## config.mk

```make
export PLATFORM = sky130hd
export DESIGN_NAME = light_average_occupancy_detect
export DESIGN_NICKNAME = d
export VERILOG_FILES = /design/src/laod_pkg.sv /design/src/laod_cell.sv /design/src/laod_scale.sv /design/src/light_average_occupancy_detect.sv
export SDC_FILE = /design/constraint.sdc
export NUM_CORES = 1
export LEC_CHECK = 0
export BUFFER_PORTS_ARGS = -buffer_cell sky130_fd_sc_hd__clkbuf_2
export CAP_MARGIN = 20
export CORE_MARGIN = 3
export CORE_UTILIZATION = 45
export CTS_CLUSTER_SIZE = 8
export DETAILED_ROUTE_END_ITERATION = 10
export PLACE_DENSITY_LB_ADDON = 0.08
export SLEW_MARGIN = 40
export SYNTH_ARGS = -nofsm -noshare
export SYNTH_HDL_FRONTEND = slang
export SYNTH_SLANG_ARGS = --single-unit
```

## constraint.sdc

```tcl
create_clock -name clk -period 6.6 [get_ports clk]
set_input_delay 0.99 -clock clk [delete_from_list [all_inputs] [get_ports clk]]
set_output_delay 0.99 -clock clk [all_outputs]
set_load 0.05 [all_outputs]
```

## src/laod_pkg.sv

```systemverilog
`timescale 1ns / 1ps

package laod_pkg;

  localparam int SAMPLE_W = 12;
  localparam int SAMPLE_WINDOW_DEF = 8;
  localparam int REG_INDEX_W = 2;

  typedef logic [SAMPLE_W-1:0] sample_t;
  typedef logic [REG_INDEX_W-1:0] reg_index_t;

  localparam reg_index_t REG_OCCUPIED_BELOW = 2'd0;
  localparam reg_index_t REG_FREE_ABOVE = 2'd1;

  localparam sample_t OCCUPIED_BELOW_RST = 12'd1000;
  localparam sample_t FREE_ABOVE_RST = 12'd2000;

  function automatic int sum_width(input int window);
    return $clog2(window * ((2 ** SAMPLE_W) - 1) + 1);
  endfunction

endpackage

```

## src/laod_cell.sv

```systemverilog
`timescale 1ns / 1ps

module laod_cell (
  input  logic             clk,
  input  logic             rst,
  input  logic             shift,
  input  laod_pkg::sample_t d,
  output laod_pkg::sample_t q
);
  import laod_pkg::*;

  sample_t value;

  always_ff @(posedge clk) begin
    if (rst) begin
      value <= '0;
    end else if (shift) begin
      value <= d;
    end
  end

  assign q = value;

endmodule

```

## src/laod_scale.sv

```systemverilog
`timescale 1ns / 1ps

module laod_scale #(
  parameter int SAMPLE_WINDOW = laod_pkg::SAMPLE_WINDOW_DEF
) (
  input  logic                                            clk,
  input  logic                                            load,
  input  logic [laod_pkg::sum_width(SAMPLE_WINDOW)-1:0]   sum,
  output laod_pkg::sample_t                               mean
);
  import laod_pkg::*;

  // exact divide by the window: multiply by ceil(2^shift / window)
  localparam int SUM_W = sum_width(SAMPLE_WINDOW);
  localparam int LOG_W = $clog2(SAMPLE_WINDOW);
  localparam int SHIFT = SUM_W + LOG_W;
  localparam int RECIP_W = SHIFT + 1;
  localparam int PROD_W = SUM_W + RECIP_W;
  localparam longint unsigned RECIP =
    ((64'd1 << SHIFT) + 64'(SAMPLE_WINDOW) - 64'd1) / 64'(SAMPLE_WINDOW);
  localparam logic [RECIP_W-1:0] RECIP_C = RECIP_W'(RECIP);

  logic [PROD_W-1:0] prod;

  always_ff @(posedge clk) begin
    if (load) begin
      prod <= {{RECIP_W{1'b0}}, sum} * {{SUM_W{1'b0}}, RECIP_C};
    end
  end

  assign mean = prod[SHIFT +: SAMPLE_W];

endmodule

```

## src/light_average_occupancy_detect.sv

```systemverilog
`timescale 1ns / 1ps
// a result passes the running-sum, scale and output registers after its item is accepted
// throughput: one item per cycle, set by the running-sum update and the sample cell chain
// a stalled result holds the whole pipeline; input stall follows when all stages are full
// reset: sample cells, running sum and occupancy flag cleared (track free),
//   thresholds back to 1000 and 2000, pipeline emptied

module light_average_occupancy_detect #(
  parameter int SAMPLE_WINDOW = laod_pkg::SAMPLE_WINDOW_DEF
) (
  input  logic                   clk,
  input  logic                   rst,
  input  logic                   sample_valid,
  output logic                   sample_stall,
  input  laod_pkg::sample_t      light_sample,
  output logic                   result_valid,
  input  logic                   result_stall,
  output laod_pkg::sample_t      light_mean,
  output logic                   occupied,
  input  logic                   reg_write,
  input  laod_pkg::reg_index_t   reg_index,
  input  laod_pkg::sample_t      reg_data
);
  import laod_pkg::*;

  localparam int SUM_W = sum_width(SAMPLE_WINDOW);
  localparam logic [SUM_W-1:0] SUM_MAX = SUM_W'(SAMPLE_WINDOW * ((2 ** SAMPLE_W) - 1));

  sample_t occupied_below;
  sample_t free_above;

  logic             sum_valid;
  logic             scale_valid;
  logic [SUM_W-1:0] running_sum;
  logic [SUM_W-1:0] running_sum_next;
  sample_t          mean;
  logic             occupied_next;

  logic accept;
  logic load_out;
  logic load_scale;

  sample_t cell_q [SAMPLE_WINDOW];

  // pipeline control
  assign load_out     = scale_valid && (!result_valid || !result_stall);
  assign load_scale   = sum_valid && (!scale_valid || load_out);
  assign sample_stall = sum_valid && !load_scale;
  assign accept       = sample_valid && !sample_stall;

  // sample chain, oldest sample at the far end
  for (genvar i = 0; i < SAMPLE_WINDOW; i++) begin : g_cell
    if (i == 0) begin : g_first
      laod_cell u_cell (
        .clk   (clk),
        .rst   (rst),
        .shift (accept),
        .d     (light_sample),
        .q     (cell_q[i])
      );
    end else begin : g_next
      laod_cell u_cell (
        .clk   (clk),
        .rst   (rst),
        .shift (accept),
        .d     (cell_q[i-1]),
        .q     (cell_q[i])
      );
    end
  end

  assign running_sum_next = running_sum - SUM_W'(cell_q[SAMPLE_WINDOW-1])
                          + SUM_W'(light_sample);

  laod_scale #(
    .SAMPLE_WINDOW (SAMPLE_WINDOW)
  ) u_scale (
    .clk  (clk),
    .load (load_scale),
    .sum  (running_sum),
    .mean (mean)
  );

  always_comb begin
    if (mean < occupied_below) begin
      occupied_next = 1'b1;
    end else if (mean > free_above) begin
      occupied_next = 1'b0;
    end else begin
      occupied_next = occupied;
    end
  end

  always_ff @(posedge clk) begin
    if (rst) begin
      occupied_below <= OCCUPIED_BELOW_RST;
      free_above     <= FREE_ABOVE_RST;
    end else if (reg_write) begin
      unique case (reg_index)
        REG_OCCUPIED_BELOW: occupied_below <= reg_data;
        REG_FREE_ABOVE:     free_above <= reg_data;
        default: ;
      endcase
    end
  end

  always_ff @(posedge clk) begin
    if (rst) begin
      running_sum  <= '0;
      sum_valid    <= 1'b0;
      scale_valid  <= 1'b0;
      result_valid <= 1'b0;
      occupied     <= 1'b0;
    end else begin
      if (accept) begin
        running_sum <= running_sum_next;
        sum_valid   <= 1'b1;
      end else if (load_scale) begin
        sum_valid <= 1'b0;
      end
      if (load_scale) begin
        scale_valid <= 1'b1;
      end else if (load_out) begin
        scale_valid <= 1'b0;
      end
      if (load_out) begin
        result_valid <= 1'b1;
        occupied     <= occupied_next;
      end else if (!result_stall) begin
        result_valid <= 1'b0;
      end
    end
  end

  always_ff @(posedge clk) begin
    if (load_out) begin
      light_mean <= mean;
    end
  end

`ifndef NO_ASSERTIONS
  a_flag_moves_on_load: assert property (@(posedge clk) disable iff (rst)
    !load_out |=> $stable(occupied))
    else $error("occupancy flag changed without a new result");

  a_stall_when_full: assert property (@(posedge clk) disable iff (rst)
    sample_stall |-> (sum_valid && scale_valid && result_valid))
    else $error("input stalled while the pipeline has room");

  a_sum_bound: assert property (@(posedge clk) disable iff (rst)
    running_sum <= SUM_MAX)
    else $error("running sum exceeds a full window of maximum samples");
`endif

endmodule

```

==> impl_metrics.csv, run 1 <==
group,metric,value,unit
synth,synth_edf_count,24,
worst_setup_path,cpMostUsedCell,"inv_1",
worst_hold_path,hold_class,"register to register",
synth,yosysSeqAreaShare,49.1,%
synth,ys_seq_elements,163,
synth,synthFlopType,"dfxtp_1",
detailed_routing,drtAntennaViolNets,0,
placed_design,place_hpwl,9.79,mm
worst_setup_path,crit_arrival,3610,ps
global_routing,grt_pass1_vias,5058,
sta,rsz0062_at_grt,"no",
layout,drive_gt1_share,10.5,%
power,vdd.ir_drop.worst,0.267,mV
layout,fin_nets,944,
worst_setup_path,r2r_slack,3680,ps
detailed_routing,dr.pass1.iters,5,
worst_setup_path,slowest_stage,"o31ai_1",
cts,clockRootBuffer,"clkbuf_16",
layout,fin_area,8080,um^2
sta,slew_violations,0,
cts,path_clk_slew,60,ps
detailed_routing,route.vias.total,5427,
cts,ctsHoldBuffers,0,
floorplan,core-area,15400,um^2
worst_setup_path,cp-end-kind,"register",
global_routing,grt_pass1_wl,24.2,mm
sta,worst_slew_pin_slew,744,ps
global_routing,grt_max_degree,103,
cts,insertion_delay,430,ps
power,total_power,2.65,mW
status,status,"completed",
placed_design,place_congestion,0.857,
layout,final_cell_mix,"238 x nand2_1, 139 x dfxtp_1, 129 x a21oi_1, 80 x inv_1, 44 x clkbuf_2",
placed_design,placedInstanceArea,7490,um^2
sta,setup_tns,0,ps
detailed_routing,initialDrtViolationCount,228,
layout,fin_util,52.6,%
floorplan,row_count,45,
synth,avgSynthCellArea,8.48,um^2
flow_run,cap_violations,0,
floorplan,dieArea,17400,um^2
layout,syn_to_final_growth,13.3,%
sta,hold_viol,0,
worst_setup_path,path_cells,"clkbuf_2 > inv_1 > fa_1 > inv_1 > ha_1 > a21o_1 > a21oi_1 > o31ai_1 > a31oi_1 > or4_1 > o21ai_0",
sta,setup_viol,0,
floorplan,ios,46,
worst_setup_path,max_stage_delay,590,ps
cts,cts_buffers,17,
placed_design,placed_cells,1055,
layout,antenna_cells,0,
layout,final_common_cell,"nand2_1",
placed_design,port_buffers,45,
sta,period_share,49.5,%
detailed_routing,routedWlPerCell,13.1,um
synth,synth_cell_types,50,
cts,clockBufferDepth,2,
global_routing,antenna_found_initial,0,
global_routing,grt-ovfl-total,0,
cts,cts_setup_buffers,0,
synth,syn_inst,841,
sta,fin_ws,3330,ps
worst_setup_path,path_class,"input port to register",
cts,cts_max_level,4,
floorplan,die_y,132,um
sta,skew,14.9,ps
power,p_per_area,328,nW/um^2
worst_setup_path,crit_path_max_fanout,4,
worst_setup_path,start_kind,"input port",
synth,yosysWarnings,0,
detailed_routing,drc,0,
floorplan,start_util,46.4,%
synth,syn_nets,922,
floorplan,die-width,132,um
detailed_routing,finalWirelength,14.2,mm
sta,fin_crit,3270,ps
global_routing,grtUsageTotal,16.9,%
detailed_routing,avgViaCountPerCell,4.99,
synth,async_reset_ff_share,0,%
sta,slew_headroom,50.4,%
cts,cts_tree,"built",
worst_setup_path,crit_required,6940,ps
placed_design,dp_slack,2890,ps
cts,cts_resized,0,
synth,syn-cell-area,7130,um^2
power,leakage,3.22,nW
cts,clock-sinks,163,
layout,instances_no_fill,1087,
sta,timing.hold.ws,432,ps
sta,max_freq,306,MHz
## area by class of cell
class / count / area [um^2]
repair buffers: 50 / 269
flip-flops and latches: 163 / 3500
fillers: 1456 / 7290
clock inverters: 14 / 153
clock buffers: 18 / 439
inverters: 80 / 300
multi-input cells: 551 / 3150
well taps: 211 / 264
## metal layers
metal	share of wire, %	track usage, %
met5	0	0
met4	1.5	5.72
met3	4.0	4.50
met2	50	29.0
met1	44	20.6
## state kept, by name, summed over array words and instances, names as in the netlist
name / count
sum_valid: 1
free_above: 12
running_sum: 15
scale_valid: 1
u_scale.prod: 12
g_cell.g_first.u_cell.q: 12
occupied_below: 12
g_cell.g_next.u_cell.q: 84
result_valid: 1
occupied: 1
light_mean: 12
## Yosys cell counts (4+ instances only)
| library cell | count | area [um^2] |
|---|---|---|
| nand2_1 | 239 | 897 |
| dfxtp_1 | 139 | 2780 |
| a21oi_1 | 129 | 646 |
| inv_1 | 80 | 300 |
| clkbuf_1 | 39 | 146 |
| ha_1 | 38 | 475 |
| edfxtp_1 | 24 | 721 |
| nor2_1 | 22 | 82.6 |
| o211ai_1 | 13 | 97.6 |
| fa_1 | 12 | 240 |
| nand3_1 | 10 | 50.1 |
| o21ai_0 | 10 | 50.1 |
| a21o_1 | 8 | 60.1 |
| nand4_1 | 6 | 37.5 |
| nor3_1 | 6 | 30.0 |
| a211oi_1 | 5 | 37.5 |
| buf_1 | 5 | 18.8 |
| o21a_1 | 4 | 30.0 |
| o31ai_1 | 4 | 30.0 |
| or4_1 | 4 | 30.0 |
| xnor2_1 | 4 | 35.0 |
## worst max-delay path: cells and delay by family
| family | cells | cell delay (ps) |
|---|---|---|
| fa+ha+maj | 2 | 830 |
| buf+inv | 3 | 220 |
| simple gates | 1 | 490 |
| compound gates | 5 | 1090 |
## kinds of logic (layout without fill, tap and decap cells)
logic type      after synthesis  after routing  share of synthesized area [%]
compound gates              191            191                           15.6
xor+xnor                      6              6                          0.737
fa+ha+maj                    50             50                           10.0
buf+inv                     127            162                           6.91
flops                       163            163                           49.1
mux                           2              2                          0.281
simple gates                302            302                           17.3
## report_power, final
| part | internal, mW | total [mW] | switching, mW |
|---|---|---|---|
| registers | 1.08 | 1.12 | 0.0406 |
| logic | 0.221 | 0.560 | 0.340 |
| clock network | 0.571 | 0.976 | 0.404 |
| total | 1.87 | 2.65 | 0.785 |
## worst paths after layout
kind | start | endpoint | cells after the start
max reg2reg | running_sum[11] | running_sum[14] | 10
max | light_sample[1] | running_sum[11] | 11
min | running_sum[9] | u_scale.prod[24] | 0
min reg2reg | running_sum[9] | u_scale.prod[24] | 0
No activity file was read; power rests on OpenSTA's default activity.
==> run 2: changes to the inputs <==
==> constraint.sdc (replaced) <==
create_clock -name clk -period 3.3 [get_ports clk]
set_input_delay 0.495 -clock clk [delete_from_list [all_inputs] [get_ports clk]]
set_output_delay 0.495 -clock clk [all_outputs]
set_load 0.05 [all_outputs]
==> run 2 against run 1 <==
First-iteration DRC count down 12%. Combinational power up 110%. Die area is the same. Clock-buffer cell count is 1 higher. Clock power increased by 88%. Worst hold slack worse by 120 ps. Power rose by 97%. Non-clock buffer count rose by 3. Clock skew decreased by 9.1 ps. Sequential power grew 99%. Cell count increased by 0.28%. Critical path type is now register to register.
==> impl_metrics.csv, run 2 (synthesized netlist as in run 1, its figures left out) <==
group,metric,value,unit
worst_hold_path,worstHoldStart,"reg_data[9]",
sta,fin_ws,379,ps
layout,fillerInstances,1462,
sta,setup_tns,0,ps
detailed_routing,drc,0,
sta,rsz0062_at_grt,"no",
cts,path_clk_slew,60,ps
placed_design,place_hpwl,9.83,mm
floorplan,row_count,45,
sta,max_freq,342,MHz
sta,worst_slew_pin_slew,758,ps
detailed_routing,routedWlPerCell,13.2,um
floorplan,ios,46,
worst_setup_path,cp-startpoint,"running_sum[11]",
placed_design,port_buffers,45,
worst_hold_path,hold_class,"input port to register",
cts,cts_resized,0,
worst_setup_path,crit_arrival,3210,ps
global_routing,grt_pass1_wl,24.2,mm
power,p_seq_share,42.6,%
layout,antenna_cells,0,
worst_setup_path,crit_required,3590,ps
power,p_clk_share,35.0,%
global_routing,grt_max_degree,100,
power,leakage,3.22,nW
detailed_routing,avgViaCountPerCell,5.04,
sta,slew_violations,0,
global_routing,grt_pass1_vias,5140,
layout,final_cell_mix,"238 x nand2_1, 139 x dfxtp_1, 129 x a21oi_1, 80 x inv_1, 44 x clkbuf_2",
detailed_routing,finalWirelength,14.4,mm
sta,fin_crit,2920,ps
worst_setup_path,r2r-start,"running_sum[11]",
worst_setup_path,cp-end-kind,"register",
layout,final_common_cell,"nand2_1",
global_routing,grt-ovfl-total,0,
layout,fin_nets,947,
cts,cts_buffers,17,
detailed_routing,drtAntennaViolNets,0,
global_routing,antenna_found_initial,0,
sta,slew_headroom,49.4,%
layout,drive_gt1_share,10.7,%
floorplan,die_y,132,um
placed_design,placedInstanceArea,7530,um^2
floorplan,die-width,132,um
cts,clock-sinks,163,
status,status,"completed",
detailed_routing,route.vias.total,5495,
layout,fin_area,8080,um^2
floorplan,core-area,15400,um^2
cts,clockRootBuffer,"clkbuf_16",
cts,clockBufferDepth,2,
worst_setup_path,crit_path_max_fanout,9,
power,intPower,3.63,mW
floorplan,dieArea,17400,um^2
layout,syn_to_final_growth,13.4,%
cts,ctsHoldBuffers,0,
sta,skew,5.78,ps
sta,period_share,88.5,%
layout,largest_register_ffs,84,
global_routing,grtUsageTotal,16.8,%
detailed_routing,dr.pass1.iters,5,
power,vdd.ir_drop.worst,0.418,mV
worst_setup_path,start_kind,"register",
floorplan,start_util,46.4,%
cts,insertion_delay,430,ps
worst_setup_path,path_class,"register to register",
power,power_switching,1.60,mW
sta,setup_viol,0,
power,p_per_area,647,nW/um^2
power,switching_share,30.6,%
cts,cts_setup_buffers,0,
sta,hold_viol,0,
worst_setup_path,r2r_slack,380,ps
power,combinationalPowerShare,22.3,%
cts,cts_tree,"built",
placed_design,dp_slack,148,ps
cts,cts_max_level,4,
detailed_routing,initialDrtViolationCount,201,
placed_design,place_congestion,0.860,
flow_run,cap_violations,0,
==> run 2: layout make-up <==
| class | count | area [um^2] | share of cell area [%] |
|---|---|---|---|
| multi-input cells | 551 | 3150 | 39.0 |
| clock inverters | 13 | 100 | 1.24 |
| clock buffers | 19 | 454 | 5.62 |
| well taps | 211 | 264 | 3.27 |
| repair buffers | 53 | 313 | 3.87 |
| inverters | 80 | 300 | 3.71 |
| flip-flops and latches | 163 | 3500 | 43.3 |
==> run 2: worst max-delay path, cell delays in order (launching register included) <==
cell and delay [ps]:
dfxtp_1 370, inv_1 70, fa_1 510, inv_1 50
ha_1 400, a21o_1 230, a221o_1 380, a31o_2 220
a21oi_1 210, mux2i_1 240, o31ai_1 100
==> run 2: power by group through the flow <==
| stage | Clock, mW | Combinational, mW | Sequential, mW |
|---|---|---|---|
| finish | 1.83 | 1.17 | 2.23 |
| global placement | 0 | 1.12 | 2.27 |
| detailed placement | 0 | 1.15 | 2.28 |
| CTS | 1.88 | 1.16 | 2.23 |
| floorplan | 0 | 0.895 | 2.27 |
| global route | 1.96 | 1.32 | 2.25 |
==> run 2: final timing paths <==
path	end	depth (start not counted)
hold reg to reg	u_scale.prod[24]	0
hold / removal	occupied_below[9]	3
setup / recovery	running_sum[13]	10
setup reg to reg	running_sum[13]	10
==> run 2: metrics by stage <==
step	cells	total power [mW]	hold slack [ps]	utilization [%]
3_5_place_dp	1058	3.43	425	49.0
4_1_cts	1090	5.28	299	52.6
2_1_floorplan	841	3.17	408	-
5_1_grt	1090	5.52	310	52.6
6_report	1090	5.23	310	52.6
3_3_place_gp	1058	3.39	417	49.0
==> run 2: routing by layer <==
metal  track usage [%]  vias up  share of wire (%)
li1                  -     2834                  -
met1              20.7     2567                 46
met2              28.5       77                 49
met3              4.89       17                3.5
met4              5.43        0                1.8
met5                 0        -                  0
==> run 3: changes to the inputs <==
--- a/config.mk
+++ b/config.mk
@@ -11,7 +11,6 @@
 export CORE_UTILIZATION = 45
 export CTS_CLUSTER_SIZE = 8
 export DETAILED_ROUTE_END_ITERATION = 10
-export PLACE_DENSITY_LB_ADDON = 0.08
 export SLEW_MARGIN = 40
 export SYNTH_ARGS = -nofsm -noshare
 export SYNTH_HDL_FRONTEND = slang
==> run 3 against run 2 <==
Maximum frequency increased by 0.70%. Highest routed layer unchanged. Largest cell class unchanged. Critical path depth stayed put. Register-to-register slack gained 20 ps. Routed wire length down 0.31%. Clock-buffer cell count rose by 3.
==> impl_metrics.csv, run 3 (synthesized netlist as in run 1, its figures left out) <==
group,metric,value,unit
detailed_routing,avgViaCountPerCell,5.04,
detailed_routing,initialDrtViolationCount,285,
sta,slew_headroom,49.4,%
worst_setup_path,cpMostUsedCell,"inv_1",
worst_setup_path,path_cells,"inv_1 > fa_1 > inv_1 > ha_1 > a21o_1 > a221o_1 > a31oi_2 > o211ai_1 > or4_1 > a21oi_1",
cts,clockRootBuffer,"clkbuf_16",
worst_hold_path,hold_class,"input port to register",
floorplan,row_count,45,
layout,final_common_cell,"nand2_1",
detailed_routing,finalWirelength,14.3,mm
power,p_clk_share,34.5,%
floorplan,die-width,132,um
sta,rsz0062_at_grt,"no",
floorplan,dieArea,17400,um^2
sta,fin_crit,2900,ps
sta,hold_viol,0,
power,vdd.ir_drop.worst,0.439,mV
floorplan,core-area,15400,um^2
global_routing,grt_pass1_wl,24.6,mm
global_routing,antenna_found_initial,0,
cts,cts_setup_buffers,0,
worst_setup_path,path_buf_inv,2,
status,status,"completed",
worst_setup_path,crit_arrival,3250,ps
worst_setup_path,crit_required,3650,ps
detailed_routing,drc,0,
worst_setup_path,crit_path_max_fanout,9,
layout,final_cell_mix,"238 x nand2_1, 139 x dfxtp_1, 129 x a21oi_1, 80 x inv_1, 44 x clkbuf_2",
power,p_seq_share,43.0,%
sta,setup_tns,0,ps
layout,drive_gt1_share,10.1,%
cts,clockBufferDepth,2,
detailed_routing,dr.pass1.iters,4,
power,combinationalPowerShare,22.5,%
worst_setup_path,path_class,"register to register",
detailed_routing,route.vias.total,5484,
sta,worst_slew_pin_slew,758,ps
sta,setup_viol,0,
cts,cts_tree,"built",
placed_design,place_hpwl,9.70,mm
layout,fin_nets,946,
cts,path_clk_slew,60,ps
global_routing,grtUsageTotal,17.1,%
layout,antenna_cells,0,
placed_design,place_congestion,0.891,
detailed_routing,drtAntennaViolNets,0,
power,switching_share,29.7,%
floorplan,die_y,132,um
power,leakage,3.20,nW
worst_hold_path,min_delay_path_depth,3,
cts,cts_buffers,17,
worst_setup_path,path_delay_family,"compound AO/OA/AOI/OAI gates",
flow_run,cap_violations,0,
global_routing,grt_pass1_vias,5288,
worst_setup_path,cp-end-kind,"register",
layout,largest_register_ffs,84,
worst_setup_path,max_stage_delay,500,ps
placed_design,dp_slack,141,ps
cts,insertion_delay,420,ps
power,p_per_area,644,nW/um^2
power,power_switching,1.54,mW
sta,fin_ws,399,ps
floorplan,ios,46,
cts,cts_max_level,4,
cts,ctsHoldBuffers,0,
worst_setup_path,start_kind,"register",
sta,skew,8.53,ps
sta,period_share,87.9,%
cts,cts_resized,0,
placed_design,port_buffers,45,
global_routing,grt_max_degree,98,
sta,slew_violations,0,
sta,max_freq,345,MHz
global_routing,grt-ovfl-total,0,
worst_setup_path,worst-path-stages,10,
detailed_routing,routedWlPerCell,13.2,um
floorplan,start_util,46.4,%
power,intPower,3.64,mW
worst_setup_path,slowest_stage,"fa_1",
layout,syn_to_final_growth,12.8,%
cts,clock-sinks,163,
worst_setup_path,r2r_cells,10,
## run 3: worst paths after layout
check             slack, ps               end       startpoint
hold reg to reg         440  u_scale.prod[24]   running_sum[9]
setup / recovery        400   running_sum[14]  running_sum[11]
setup reg to reg        400   running_sum[14]  running_sum[11]
hold / removal          310     free_above[0]      reg_data[0]
## run 3: stage by stage
| stage | instance area [um^2] | utilization [%] | instances | hold slack (ps) | total power, mW |
|---|---|---|---|---|---|
| 2_1_floorplan | 7130 | - | 841 | 408 | 3.17 |
| 3_3_place_gp | 7510 | 48.9 | 1057 | 417 | 3.39 |
| 3_5_place_dp | 7510 | 48.9 | 1057 | 425 | 3.42 |
| 4_1_cts | 8040 | 52.3 | 1089 | 292 | 5.22 |
| 5_1_grt | 8040 | 52.3 | 1089 | 308 | 5.47 |
| 6_report | 8040 | 52.3 | 1089 | 307 | 5.18 |
## run 3: tightest hold or removal path, stage by stage
cell	delay [ps]
clkbuf_2	90
nand2_1	50
a21oi_1	50
## run 3: power by group through the flow
stage | Combinational [mW] | Sequential [mW] | Clock (mW)
finish | 1.17 | 2.23 | 1.79
global route | 1.31 | 2.25 | 1.92
CTS | 1.16 | 2.23 | 1.83
detailed placement | 1.15 | 2.27 | 0
global placement | 1.12 | 2.27 | 0
floorplan | 0.895 | 2.27 | 0
## run 3: area by class of cell
cell class / count / area [um^2]
clock buffer: 22 / 444
clock inverter: 10 / 85.1
fill: 1475 / 7330
inverter: 80 / 300
multi-input combinational: 551 / 3150
sequential: 163 / 3500
tap: 211 / 264
timing repair buffer: 52 / 297
## run 3: layer usage
layer  wire length (um)  vias to the layer above  track usage (%)  share of wire [%]
met4                164                        0             7.06                1.1
met1               6480                     2581             20.6                 45
li1                   -                     2825                -                  -
met2               7250                       67             29.5                 51
met5                  0                        -                0                  0
met3                440                       11             4.01                3.1
